## src/rtl/hldb_pkg.sv

```systemverilog
// Shared types, constants and sample helpers for the luma deblocking segment filter.
`timescale 1ns / 1ps
package hldb_pkg;

    localparam int NLINES = 4;
    localparam int NSAMP  = 8;
    localparam int SAMP_W = 8;
    localparam int LINE_W = NSAMP * SAMP_W;

    localparam int IDX_P3 = 0;
    localparam int IDX_P2 = 1;
    localparam int IDX_P1 = 2;
    localparam int IDX_P0 = 3;
    localparam int IDX_Q0 = 4;
    localparam int IDX_Q1 = 5;
    localparam int IDX_Q2 = 6;
    localparam int IDX_Q3 = 7;

    typedef logic [SAMP_W-1:0] t_samp;
    typedef logic [LINE_W-1:0] t_line;

    typedef enum logic [1:0] {
        MODE_NONE   = 2'd0,
        MODE_WEAK   = 2'd1,
        MODE_STRONG = 2'd2
    } t_mode;

    typedef struct packed {
        t_line orig;
        t_samp sp2;
        t_samp sp1;
        t_samp sp0;
        t_samp sq0;
        t_samp sq1;
        t_samp sq2;
        logic  weak_ok;
        t_samp wp1;
        t_samp wp0;
        t_samp wq0;
        t_samp wq1;
    } t_lane_res;

    typedef struct packed {
        t_mode mode;
        logic  flat_p;
        logic  flat_q;
        logic  keep_p;
        logic  keep_q;
    } t_ctrl;

    function automatic t_samp get_samp(input t_line l, input int idx);
        return l[idx*SAMP_W +: SAMP_W];
    endfunction

    // clip a signed value to the sample range
    function automatic t_samp clip8(input logic signed [10:0] v);
        t_samp r;
        if (v < 11'sd0) begin
            r = '0;
        end else if (v > 11'sd255) begin
            r = 8'd255;
        end else begin
            r = v[7:0];
        end
        return r;
    endfunction

    // clamp to -lim..lim
    function automatic logic signed [10:0] clamp_sym(input logic signed [10:0] v,
                                                     input logic [4:0] lim);
        logic signed [10:0] hi;
        logic signed [10:0] lo;
        logic signed [10:0] r;
        hi = $signed({6'b0, lim});
        lo = -hi;
        if (v > hi) begin
            r = hi;
        end else if (v < lo) begin
            r = lo;
        end else begin
            r = v;
        end
        return r;
    endfunction

    // hold v within tc2 of x
    function automatic t_samp hold(input t_samp v, input t_samp x, input logic [5:0] tc2);
        logic signed [9:0] lo;
        logic signed [9:0] hi;
        logic signed [9:0] vs;
        t_samp r;
        lo = $signed({2'b0, x}) - $signed({4'b0, tc2});
        hi = $signed({2'b0, x}) + $signed({4'b0, tc2});
        vs = $signed({2'b0, v});
        if (vs < lo) begin
            r = lo[7:0];
        end else if (vs > hi) begin
            r = hi[7:0];
        end else begin
            r = v;
        end
        return r;
    endfunction

    function automatic logic [7:0] abs_diff(input t_samp a, input t_samp b);
        logic [7:0] r;
        if (a >= b) begin
            r = a - b;
        end else begin
            r = b - a;
        end
        return r;
    endfunction

endpackage

```

## src/rtl/hldb_in_if.sv

```systemverilog
// Input channel: one four-line edge segment with its thresholds and keep flags.
`timescale 1ns / 1ps
interface hldb_in_if;
    import hldb_pkg::*;

    logic        valid;
    logic        ready;
    t_line       line_0;
    t_line       line_1;
    t_line       line_2;
    t_line       line_3;
    logic [6:0]  beta;
    logic [4:0]  tc;
    logic        keep_p;
    logic        keep_q;

    modport source (output valid, output line_0, output line_1, output line_2,
                    output line_3, output beta, output tc, output keep_p,
                    output keep_q, input ready);
    modport sink   (input valid, input line_0, input line_1, input line_2,
                    input line_3, input beta, input tc, input keep_p,
                    input keep_q, output ready);
endinterface

```

## src/rtl/hldb_out_if.sv

```systemverilog
// Output channel: four filtered lines and the filter mode applied.
`timescale 1ns / 1ps
interface hldb_out_if;
    import hldb_pkg::*;

    logic        valid;
    logic        ready;
    t_line       out_line_0;
    t_line       out_line_1;
    t_line       out_line_2;
    t_line       out_line_3;
    logic [1:0]  filter_mode;

    modport source (output valid, output out_line_0, output out_line_1,
                    output out_line_2, output out_line_3, output filter_mode,
                    input ready);
    modport sink   (input valid, input out_line_0, input out_line_1,
                    input out_line_2, input out_line_3, input filter_mode,
                    output ready);
endinterface

```

## src/rtl/hldb_lane.sv

```systemverilog
// Per-line lane: strong and weak filter candidates for one line, registered.
`timescale 1ns / 1ps
module hldb_lane (
    input  logic               i_clk,
    input  logic               i_en,
    input  hldb_pkg::t_line    i_line,
    input  logic [4:0]         i_tc,
    output hldb_pkg::t_lane_res o_res
);
    import hldb_pkg::*;

    t_samp p3, p2, p1, p0, q0, q1, q2, q3;
    logic [10:0] e3p, e2p, e1p, e0p, e0q, e1q, e2q, e3q;
    logic [10:0] s_p0, s_p1, s_p2, s_q0, s_q1, s_q2;
    logic [5:0]  tc2;
    logic [4:0]  htc;
    logic signed [13:0] dw;
    logic signed [13:0] dsh;
    logic signed [9:0]  delta;
    logic [8:0]  adelta;
    logic [8:0]  tc10;
    logic signed [10:0] dc;
    logic signed [10:0] d1p_raw, d1q_raw, d1p, d1q;
    logic [8:0]  avg_p, avg_q;
    t_lane_res   n_res;
    t_lane_res   r_res;

    always_comb begin
        p3 = get_samp(i_line, IDX_P3);
        p2 = get_samp(i_line, IDX_P2);
        p1 = get_samp(i_line, IDX_P1);
        p0 = get_samp(i_line, IDX_P0);
        q0 = get_samp(i_line, IDX_Q0);
        q1 = get_samp(i_line, IDX_Q1);
        q2 = get_samp(i_line, IDX_Q2);
        q3 = get_samp(i_line, IDX_Q3);
        e3p = {3'b0, p3};
        e2p = {3'b0, p2};
        e1p = {3'b0, p1};
        e0p = {3'b0, p0};
        e0q = {3'b0, q0};
        e1q = {3'b0, q1};
        e2q = {3'b0, q2};
        e3q = {3'b0, q3};

        s_p0 = (e2p + (e1p << 1) + (e0p << 1) + (e0q << 1) + e1q + 11'd4) >> 3;
        s_p1 = (e2p + e1p + e0p + e0q + 11'd2) >> 2;
        s_p2 = ((e3p << 1) + (e2p << 1) + e2p + e1p + e0p + e0q + 11'd4) >> 3;
        s_q0 = (e1p + (e0p << 1) + (e0q << 1) + (e1q << 1) + e2q + 11'd4) >> 3;
        s_q1 = (e0p + e0q + e1q + e2q + 11'd2) >> 2;
        s_q2 = (e0p + e0q + e1q + (e2q << 1) + e2q + (e3q << 1) + 11'd4) >> 3;
        tc2  = {i_tc, 1'b0};
        htc  = {1'b0, i_tc[4:1]};

        dw = 14'sd9 * ($signed({6'b0, q0}) - $signed({6'b0, p0}))
           - 14'sd3 * ($signed({6'b0, q1}) - $signed({6'b0, p1})) + 14'sd8;
        dsh    = dw >>> 4;
        delta  = dsh[9:0];
        adelta = delta[9] ? 9'(-delta) : delta[8:0];
        tc10   = 9'({4'b0, i_tc} * 9'd10);
        dc     = clamp_sym(11'(delta), i_tc);

        avg_p   = ({1'b0, p2} + {1'b0, p0} + 9'd1) >> 1;
        avg_q   = ({1'b0, q2} + {1'b0, q0} + 9'd1) >> 1;
        d1p_raw = ($signed({3'b0, avg_p[7:0]}) - $signed({3'b0, p1}) + dc) >>> 1;
        d1q_raw = ($signed({3'b0, avg_q[7:0]}) - $signed({3'b0, q1}) - dc) >>> 1;
        d1p     = clamp_sym(d1p_raw, htc);
        d1q     = clamp_sym(d1q_raw, htc);

        n_res.orig    = i_line;
        n_res.sp0     = hold(s_p0[7:0], p0, tc2);
        n_res.sp1     = hold(s_p1[7:0], p1, tc2);
        n_res.sp2     = hold(s_p2[7:0], p2, tc2);
        n_res.sq0     = hold(s_q0[7:0], q0, tc2);
        n_res.sq1     = hold(s_q1[7:0], q1, tc2);
        n_res.sq2     = hold(s_q2[7:0], q2, tc2);
        n_res.weak_ok = adelta < tc10;
        n_res.wp0     = clip8($signed({3'b0, p0}) + dc);
        n_res.wq0     = clip8($signed({3'b0, q0}) - dc);
        n_res.wp1     = clip8($signed({3'b0, p1}) + d1p);
        n_res.wq1     = clip8($signed({3'b0, q1}) + d1q);
    end

    always_ff @(posedge i_clk) begin
        if (i_en) begin
            r_res <= n_res;
        end
    end

    assign o_res = r_res;
endmodule

```

## src/rtl/hldb_decide.sv

```systemverilog
// Segment decision from lines 0 and 3: none, weak or strong, plus side flatness.
`timescale 1ns / 1ps
module hldb_decide (
    input  logic            i_clk,
    input  logic            i_en,
    input  hldb_pkg::t_line i_line_0,
    input  hldb_pkg::t_line i_line_3,
    input  logic [6:0]      i_beta,
    input  logic [4:0]      i_tc,
    input  logic            i_keep_p,
    input  logic            i_keep_q,
    output hldb_pkg::t_ctrl o_ctrl
);
    import hldb_pkg::*;

    function automatic logic [8:0] sec_diff(input t_samp a, input t_samp b, input t_samp c);
        logic signed [10:0] v;
        logic [8:0] r;
        v = $signed({3'b0, a}) - $signed({2'b0, b, 1'b0}) + $signed({3'b0, c});
        r = v[10] ? 9'(-v) : v[8:0];
        return r;
    endfunction

    function automatic logic strong_line(input t_line l, input logic [9:0] dpq,
                                         input logic [6:0] beta, input logic [7:0] thr);
        logic [8:0] flat;
        flat = {1'b0, abs_diff(get_samp(l, IDX_P3), get_samp(l, IDX_P0))}
             + {1'b0, abs_diff(get_samp(l, IDX_Q0), get_samp(l, IDX_Q3))};
        return ({1'b0, dpq, 1'b0} < {7'b0, beta[6:2]})
            && (flat < {5'b0, beta[6:3]})
            && (abs_diff(get_samp(l, IDX_P0), get_samp(l, IDX_Q0)) < thr);
    endfunction

    logic [8:0]  dp0, dp3, dq0, dq3;
    logic [9:0]  dpq0, dpq3, dp, dq;
    logic [10:0] total;
    logic [7:0]  thr;
    logic [7:0]  side;
    logic        go_strong;
    t_ctrl       n_ctrl;
    t_ctrl       r_ctrl;

    always_comb begin
        dp0 = sec_diff(get_samp(i_line_0, IDX_P2), get_samp(i_line_0, IDX_P1),
                       get_samp(i_line_0, IDX_P0));
        dp3 = sec_diff(get_samp(i_line_3, IDX_P2), get_samp(i_line_3, IDX_P1),
                       get_samp(i_line_3, IDX_P0));
        dq0 = sec_diff(get_samp(i_line_0, IDX_Q2), get_samp(i_line_0, IDX_Q1),
                       get_samp(i_line_0, IDX_Q0));
        dq3 = sec_diff(get_samp(i_line_3, IDX_Q2), get_samp(i_line_3, IDX_Q1),
                       get_samp(i_line_3, IDX_Q0));
        dpq0  = {1'b0, dp0} + {1'b0, dq0};
        dpq3  = {1'b0, dp3} + {1'b0, dq3};
        dp    = {1'b0, dp0} + {1'b0, dp3};
        dq    = {1'b0, dq0} + {1'b0, dq3};
        total = {1'b0, dpq0} + {1'b0, dpq3};
        thr   = 8'(({3'b0, i_tc} << 2) + {3'b0, i_tc} + 8'd1) >> 1;
        side  = 8'({1'b0, i_beta} + {2'b0, i_beta[6:1]}) >> 3;
        go_strong = strong_line(i_line_0, dpq0, i_beta, thr)
                 && strong_line(i_line_3, dpq3, i_beta, thr);

        if (total >= {4'b0, i_beta}) begin
            n_ctrl.mode = MODE_NONE;
        end else if (go_strong) begin
            n_ctrl.mode = MODE_STRONG;
        end else begin
            n_ctrl.mode = MODE_WEAK;
        end
        n_ctrl.flat_p = dp < {2'b0, side};
        n_ctrl.flat_q = dq < {2'b0, side};
        n_ctrl.keep_p = i_keep_p;
        n_ctrl.keep_q = i_keep_q;
    end

    always_ff @(posedge i_clk) begin
        if (i_en) begin
            r_ctrl <= n_ctrl;
        end
    end

    assign o_ctrl = r_ctrl;
endmodule

```

## src/rtl/hldb_merge.sv

```systemverilog
// Merge stage: pick each line's samples from the lane candidates by the segment decision.
`timescale 1ns / 1ps
module hldb_merge (
    input  logic                i_clk,
    input  logic                i_en,
    input  hldb_pkg::t_ctrl     i_ctrl,
    input  hldb_pkg::t_lane_res i_res [hldb_pkg::NLINES],
    output hldb_pkg::t_line     o_lines [hldb_pkg::NLINES],
    output hldb_pkg::t_mode     o_mode
);
    import hldb_pkg::*;

    t_line n_lines [NLINES];
    t_line r_lines [NLINES];
    t_mode r_mode;

    always_comb begin
        for (int i = 0; i < NLINES; i++) begin
            n_lines[i] = i_res[i].orig;
            case (i_ctrl.mode)
                MODE_STRONG: begin
                    if (!i_ctrl.keep_p) begin
                        n_lines[i][IDX_P2*SAMP_W +: SAMP_W] = i_res[i].sp2;
                        n_lines[i][IDX_P1*SAMP_W +: SAMP_W] = i_res[i].sp1;
                        n_lines[i][IDX_P0*SAMP_W +: SAMP_W] = i_res[i].sp0;
                    end
                    if (!i_ctrl.keep_q) begin
                        n_lines[i][IDX_Q0*SAMP_W +: SAMP_W] = i_res[i].sq0;
                        n_lines[i][IDX_Q1*SAMP_W +: SAMP_W] = i_res[i].sq1;
                        n_lines[i][IDX_Q2*SAMP_W +: SAMP_W] = i_res[i].sq2;
                    end
                end
                MODE_WEAK: begin
                    if (i_res[i].weak_ok) begin
                        if (!i_ctrl.keep_p) begin
                            n_lines[i][IDX_P0*SAMP_W +: SAMP_W] = i_res[i].wp0;
                            if (i_ctrl.flat_p) begin
                                n_lines[i][IDX_P1*SAMP_W +: SAMP_W] = i_res[i].wp1;
                            end
                        end
                        if (!i_ctrl.keep_q) begin
                            n_lines[i][IDX_Q0*SAMP_W +: SAMP_W] = i_res[i].wq0;
                            if (i_ctrl.flat_q) begin
                                n_lines[i][IDX_Q1*SAMP_W +: SAMP_W] = i_res[i].wq1;
                            end
                        end
                    end
                end
                default: begin
                    n_lines[i] = i_res[i].orig;
                end
            endcase
        end
    end

    always_ff @(posedge i_clk) begin
        if (i_en) begin
            r_lines <= n_lines;
            r_mode  <= i_ctrl.mode;
        end
    end

    assign o_lines = r_lines;
    assign o_mode  = r_mode;
endmodule

```

## src/rtl/hevc_luma_deblock_segment.sv

```systemverilog
// Top level of the four-line luma deblocking segment filter.
// Pipeline: lane/decision stage, then merge stage; both register their results.
// Throughput: one item per cycle; each stage advances whenever the stage after it is free.
// The output register holds a finished item while the lanes already take the next.
// Reset (synchronous, active low) clears both stage valid flags; data registers keep contents.
`timescale 1ns / 1ps
module hevc_luma_deblock_segment (
    input  logic              i_clk,
    input  logic              i_rst_n,
    hldb_in_if.sink           i_in,
    hldb_out_if.source        o_out
);
    import hldb_pkg::*;

    logic      r_v1;
    logic      r_v2;
    logic      en1;
    logic      en2;
    t_line     w_lines [NLINES];
    t_lane_res w_res [NLINES];
    t_ctrl     w_ctrl;
    t_line     w_out [NLINES];
    t_mode     w_mode;

    assign en2        = !r_v2 || o_out.ready;
    assign en1        = !r_v1 || en2;
    assign i_in.ready = en1;

    always_ff @(posedge i_clk) begin
        if (!i_rst_n) begin
            r_v1 <= 1'b0;
            r_v2 <= 1'b0;
        end else begin
            if (en1) begin
                r_v1 <= i_in.valid;
            end
            if (en2) begin
                r_v2 <= r_v1;
            end
        end
    end

    assign w_lines[0] = i_in.line_0;
    assign w_lines[1] = i_in.line_1;
    assign w_lines[2] = i_in.line_2;
    assign w_lines[3] = i_in.line_3;

    for (genvar g = 0; g < NLINES; g++) begin : g_lane
        hldb_lane u_lane (
            .i_clk  (i_clk),
            .i_en   (en1 && i_in.valid),
            .i_line (w_lines[g]),
            .i_tc   (i_in.tc),
            .o_res  (w_res[g])
        );
    end

    hldb_decide u_decide (
        .i_clk    (i_clk),
        .i_en     (en1 && i_in.valid),
        .i_line_0 (w_lines[0]),
        .i_line_3 (w_lines[NLINES-1]),
        .i_beta   (i_in.beta),
        .i_tc     (i_in.tc),
        .i_keep_p (i_in.keep_p),
        .i_keep_q (i_in.keep_q),
        .o_ctrl   (w_ctrl)
    );

    hldb_merge u_merge (
        .i_clk   (i_clk),
        .i_en    (en2 && r_v1),
        .i_ctrl  (w_ctrl),
        .i_res   (w_res),
        .o_lines (w_out),
        .o_mode  (w_mode)
    );

    assign o_out.valid       = r_v2;
    assign o_out.out_line_0  = w_out[0];
    assign o_out.out_line_1  = w_out[1];
    assign o_out.out_line_2  = w_out[2];
    assign o_out.out_line_3  = w_out[3];
    assign o_out.filter_mode = w_mode;
endmodule
```

## src/flat_wrapper.sv

```systemverilog
// flat-port wrapper written by rule: the top's interface ports become plain ports
module hevc_luma_deblock_segment_flat import hldb_pkg::*;
  (i_clk, i_rst_n, i_in_valid, i_in_line_0, i_in_line_1, i_in_line_2, i_in_line_3, i_in_beta, i_in_tc, i_in_keep_p, i_in_keep_q, i_in_ready, o_out_valid, o_out_out_line_0, o_out_out_line_1, o_out_out_line_2, o_out_out_line_3, o_out_filter_mode, o_out_ready);
  hldb_in_if i_in_i ();
  hldb_out_if o_out_i ();
  input  logic i_clk;
  input  logic i_rst_n;
  input wire logic [$bits(i_in_i.valid)-1:0] i_in_valid;
  input wire logic [$bits(i_in_i.line_0)-1:0] i_in_line_0;
  input wire logic [$bits(i_in_i.line_1)-1:0] i_in_line_1;
  input wire logic [$bits(i_in_i.line_2)-1:0] i_in_line_2;
  input wire logic [$bits(i_in_i.line_3)-1:0] i_in_line_3;
  input wire logic [$bits(i_in_i.beta)-1:0] i_in_beta;
  input wire logic [$bits(i_in_i.tc)-1:0] i_in_tc;
  input wire logic [$bits(i_in_i.keep_p)-1:0] i_in_keep_p;
  input wire logic [$bits(i_in_i.keep_q)-1:0] i_in_keep_q;
  output wire logic [$bits(i_in_i.ready)-1:0] i_in_ready;
  output wire logic [$bits(o_out_i.valid)-1:0] o_out_valid;
  output wire logic [$bits(o_out_i.out_line_0)-1:0] o_out_out_line_0;
  output wire logic [$bits(o_out_i.out_line_1)-1:0] o_out_out_line_1;
  output wire logic [$bits(o_out_i.out_line_2)-1:0] o_out_out_line_2;
  output wire logic [$bits(o_out_i.out_line_3)-1:0] o_out_out_line_3;
  output wire logic [$bits(o_out_i.filter_mode)-1:0] o_out_filter_mode;
  input wire logic [$bits(o_out_i.ready)-1:0] o_out_ready;
  assign i_in_i.valid = i_in_valid;
  assign i_in_i.line_0 = i_in_line_0;
  assign i_in_i.line_1 = i_in_line_1;
  assign i_in_i.line_2 = i_in_line_2;
  assign i_in_i.line_3 = i_in_line_3;
  assign i_in_i.beta = i_in_beta;
  assign i_in_i.tc = i_in_tc;
  assign i_in_i.keep_p = i_in_keep_p;
  assign i_in_i.keep_q = i_in_keep_q;
  assign i_in_ready = i_in_i.ready;
  assign o_out_valid = o_out_i.valid;
  assign o_out_out_line_0 = o_out_i.out_line_0;
  assign o_out_out_line_1 = o_out_i.out_line_1;
  assign o_out_out_line_2 = o_out_i.out_line_2;
  assign o_out_out_line_3 = o_out_i.out_line_3;
  assign o_out_filter_mode = o_out_i.filter_mode;
  assign o_out_i.ready = o_out_ready;
  hevc_luma_deblock_segment u_core (.i_clk(i_clk), .i_rst_n(i_rst_n), .i_in(i_in_i), .o_out(o_out_i));
endmodule
```

## config.mk

```make
export PLATFORM = sky130hd
export DESIGN_NAME = hevc_luma_deblock_segment_flat
export DESIGN_NICKNAME = d
export VERILOG_FILES = /design/src/rtl/hldb_pkg.sv /design/src/rtl/hldb_in_if.sv /design/src/rtl/hldb_out_if.sv /design/src/rtl/hldb_lane.sv /design/src/rtl/hldb_decide.sv /design/src/rtl/hldb_merge.sv /design/src/rtl/hevc_luma_deblock_segment.sv /design/src/flat_wrapper.sv
export SDC_FILE = /design/constraint.sdc
export NUM_CORES = 2
export LEC_CHECK = 0
export ABC_AREA = 0
export BUFFER_PORTS_ARGS = -buffer_cell sky130_fd_sc_hd__buf_2
export CAP_MARGIN = 20
export CORE_AREA = 2 2 429 431
export DETAILED_ROUTE_END_ITERATION = 16
export DIE_AREA = 0 0 431 433
export GPL_ROUTABILITY_DRIVEN = 0
export MAX_ROUTING_LAYER = met4
export PLACE_DENSITY = 0.78
export SYNTH_ARGS = -nofsm -noshare
export SYNTH_HDL_FRONTEND = slang
export SYNTH_SLANG_ARGS = --single-unit
```

## constraint.sdc

```tcl
create_clock -name i_clk -period 44.2 [get_ports i_clk]
set_input_delay 11.05 -clock i_clk [delete_from_list [all_inputs] [get_ports i_clk]]
set_output_delay 11.05 -clock i_clk [all_outputs]
set_load 0.05 [all_outputs]
```

==> impl_metrics.tcl <==
set metrics [dict create \
    syn-cell-area_mm2 0.108 \
    dr_total_vias 89900 \
    ff2ff_path_depth 7 \
    yosys_warnings 0 \
    core.rowCount 157 \
    yosys.area.top_type "edfxtp_1" \
    io_pins 534 \
    min_to "u_core.u_merge.o_lines[59]" \
    critPathSlowestCell "a32oi_1" \
    clk_latency_ns 0.81 \
    avgRoutedWirePerCell_um 23.6 \
    die_x_um 431 \
    worst_slew_pin_slew_ns 1.12 \
    antenna_found_initial 24 \
    required_ns 44.71 \
    reg2reg_from "u_core.o_out.valid" \
    die_area_mm2 0.187 \
    dp_hpwl_um 257000 \
    cts_sinks 846 \
    numCtsBuffers 97 \
    ys_async_sr_fraction_pct 0 \
    drv_slew 0 \
    drtIter0Drc 8161 \
    grt_max_degree 110 \
    yosys-top-cells-area "edfxtp_1 23%, ha_1 23%, fa_1 12%" \
    fill_cells 14300 \
    drt_wl_total_um 337000 \
    fin_setup_tns_ns 0 \
    period_share_pct 60.4 \
    r2r-end "u_core.g_lane[0].u_lane.o_res[17]" \
    gr-total-overflow 0 \
    critPathMaxFanout 15 \
    min_path_type "flop to flop" \
    grt_first_pass_wirelength_um 511000 \
    place_inst 14100 \
    layout.nets 14700 \
    grt_setup_unrepaired "false" \
    r2r_slack_ns 39.39 \
    postSynthCellCount 11300 \
    grt_pass1_vias 90200 \
    crit_type "input pin to flop" \
    post_cts.repair.setup_buffers 0 \
    pre_cts_ws_ns 17.22 \
    io_buffers 533 \
    end_kind "flop" \
    syn_to_final_growth_pct 8.44 \
    syn-num-nets 14200 \
    ys_types 115 \
    cts_tree "built" \
    holdPathStages 0 \
    dieHeight_um 433 \
    drv_cap 0 \
    status "completed" \
    clockBufferDepth 3 \
    setup_violations 0 \
    slew_headroom_pct 25.2 \
    fin_skew_ns 0.0584 \
    synth_edf_count 844 \
    ant_nets 0 \
    arrival_ns 27.23 \
    vias_per_cell 6.28 \
    timing.final.ws_setup_ns 17.49 \
    dr.pass1.iters 7 \
    drc 0 \
    cts.clk_slew.worst_paths_ns 0.06 \
    synth_top_area_share_pct 23.4 \
    hp-start "u_core.g_lane[3].u_lane.o_res[140]" \
    start_util_pct 59.6 \
    timing.fmax_mhz 37.4 \
    coreArea_mm2 0.182 \
    hold_viol 0 \
    fin_cells 14300 \
    cts_resized 0 \
    grt_usage_pct 36.6 \
    syn_avg_cell_area_um2 9.61 \
    ys_seq_area_share_pct 23.4 \
    ys.flop_type "edfxtp_1" \
    clockRootBuffer "clkbuf_16" \
    cts_hold_buf 0 \
    period_needed_ns 26.71 \
    synth_seq_cells 846 \
    cts_htree_levels 3 \
    crit_path_start_kind "input pin" \
    drive_gt1_share_pct 8.60 \
    cpPeakStageDelay_ns 0.90 \
]
layer usage:
layer | global-route usage, % | part of all wire (%) | vias up
met5 | - | 0 | -
met1 | 44.7 | 38 | 43000
li1 | - | - | 41100
met2 | 57.0 | 45 | 4549
met4 | 22.3 | 7.2 | 0
met3 | 6.22 | 9.6 | 1247
placed cells by master, fill, tap and decap left out, types with 60 or more instances in the layout:
cell and instances:
xor2_1 305, a21oi_1 889, nor2_1 778, ha_1 1999
mux2_2 93, buf_2 528, edfxtp_1 844, o21a_1 246
nand2b_1 158, o21bai_1 171, o21ai_0 691, nand4_1 75
nand3_1 60, buf_4 112, mux2i_1 97, inv_1 1195
a21o_1 351, a22oi_1 135, xnor2_1 622, and2_1 105
nor2b_1 284, fa_1 624, clkbuf_16 99, nand2_1 482
nor3_1 170
registers in the layout, indices dropped and copies added, names as in the netlist:
signal and flops:
u_core.g_lane.u_lane.o_res 580, u_core.o_out.valid 1, u_core.r_v1 1, u_core.u_decide.o_ctrl 6, u_core.u_merge.o_lines 256, u_core.u_merge.o_mode 2
how the worst max path moves through the flow:
stage                                            end             from  slack (ns)
floorplan           u_core.g_lane[0].u_lane.o_res[0]      o_out_ready       18.44
global placement    u_core.g_lane[1].u_lane.o_res[4]  i_in_line_1[40]       17.92
detailed placement  u_core.g_lane[1].u_lane.o_res[0]  i_in_line_1[17]       17.22
CTS                 u_core.g_lane[1].u_lane.o_res[0]  i_in_line_1[17]       17.98
global route        u_core.g_lane[1].u_lane.o_res[1]  i_in_line_1[17]       16.27
finish              u_core.g_lane[1].u_lane.o_res[0]  i_in_line_1[17]       17.49
worst max-delay path: cells and delay by family:
family | cells | cell delay (ns)
AO/OA/AOI/OAI | 32 | 8.29
XOR/XNOR | 1 | 0.25
adder cells (fa/ha/maj) | 12 | 4.03
buffers and inverters | 9 | 1.70
AND/OR/NAND/NOR | 12 | 1.90
synthesized netlist by cell type (36+ instances only):
cell type	number
a22oi_1	135
nor2b_1	287
nand2b_1	158
nand2_1	482
a31oi_1	48
o21ai_0	691
xnor2_1	622
mux2_2	93
o21a_1	246
fa_1	624
o21bai_1	171
xor2_1	305
and2_1	106
inv_1	1198
ha_1	2001
clkbuf_1	200
nor2_1	778
nor3_1	170
edfxtp_1	844
nand4_1	75
mux2i_1	97
o211ai_1	36
a211oi_1	55
a21oi_1	890
a21o_1	351
nand3_1	60
cells by family (layout without fill, tap and decap cells):
| logic type | after synthesis | count (layout) | synth area share [%] |
|---|---|---|---|
| adder cells (fa/ha/maj) | 2640 | 2640 | 34.7 |
| buffers and inverters | 1429 | 2032 | 4.98 |
| XOR/XNOR | 931 | 931 | 7.56 |
| multiplexers | 191 | 191 | 1.87 |
| flip-flops | 846 | 846 | 23.4 |
| other | 0 | 24 | 0 |
| AO/OA/AOI/OAI | 2946 | 2946 | 17.2 |
| AND/OR/NAND/NOR | 2306 | 2306 | 10.3 |
stage by stage:
step           util, %  area [µm²]  hold WS [ns]
3_5_place_dp      62.7      114000         0.405
4_1_cts           64.5      118000         0.419
2_1_floorplan        -      108000         0.400
5_1_grt           64.6      118000         0.423
3_3_place_gp      62.7      114000         0.401
6_report          64.6      118000         0.416
final cells by class:
class                   instances  area [µm²]  area share, %
multi-input cells            9014       77700           66.1
flip-flops and latches        846       25400           21.6
inverters                    1210        4550           3.87
repair buffers                641        3500           2.98
well taps                    2385        2980           2.54
clock buffers                 111        2540           2.16
clock inverters                70         857          0.729
diodes                         24        60.1         0.0511
Power is not shown: default switching activity piles up to over one toggle a cycle in this logic, so the estimate is an artifact.
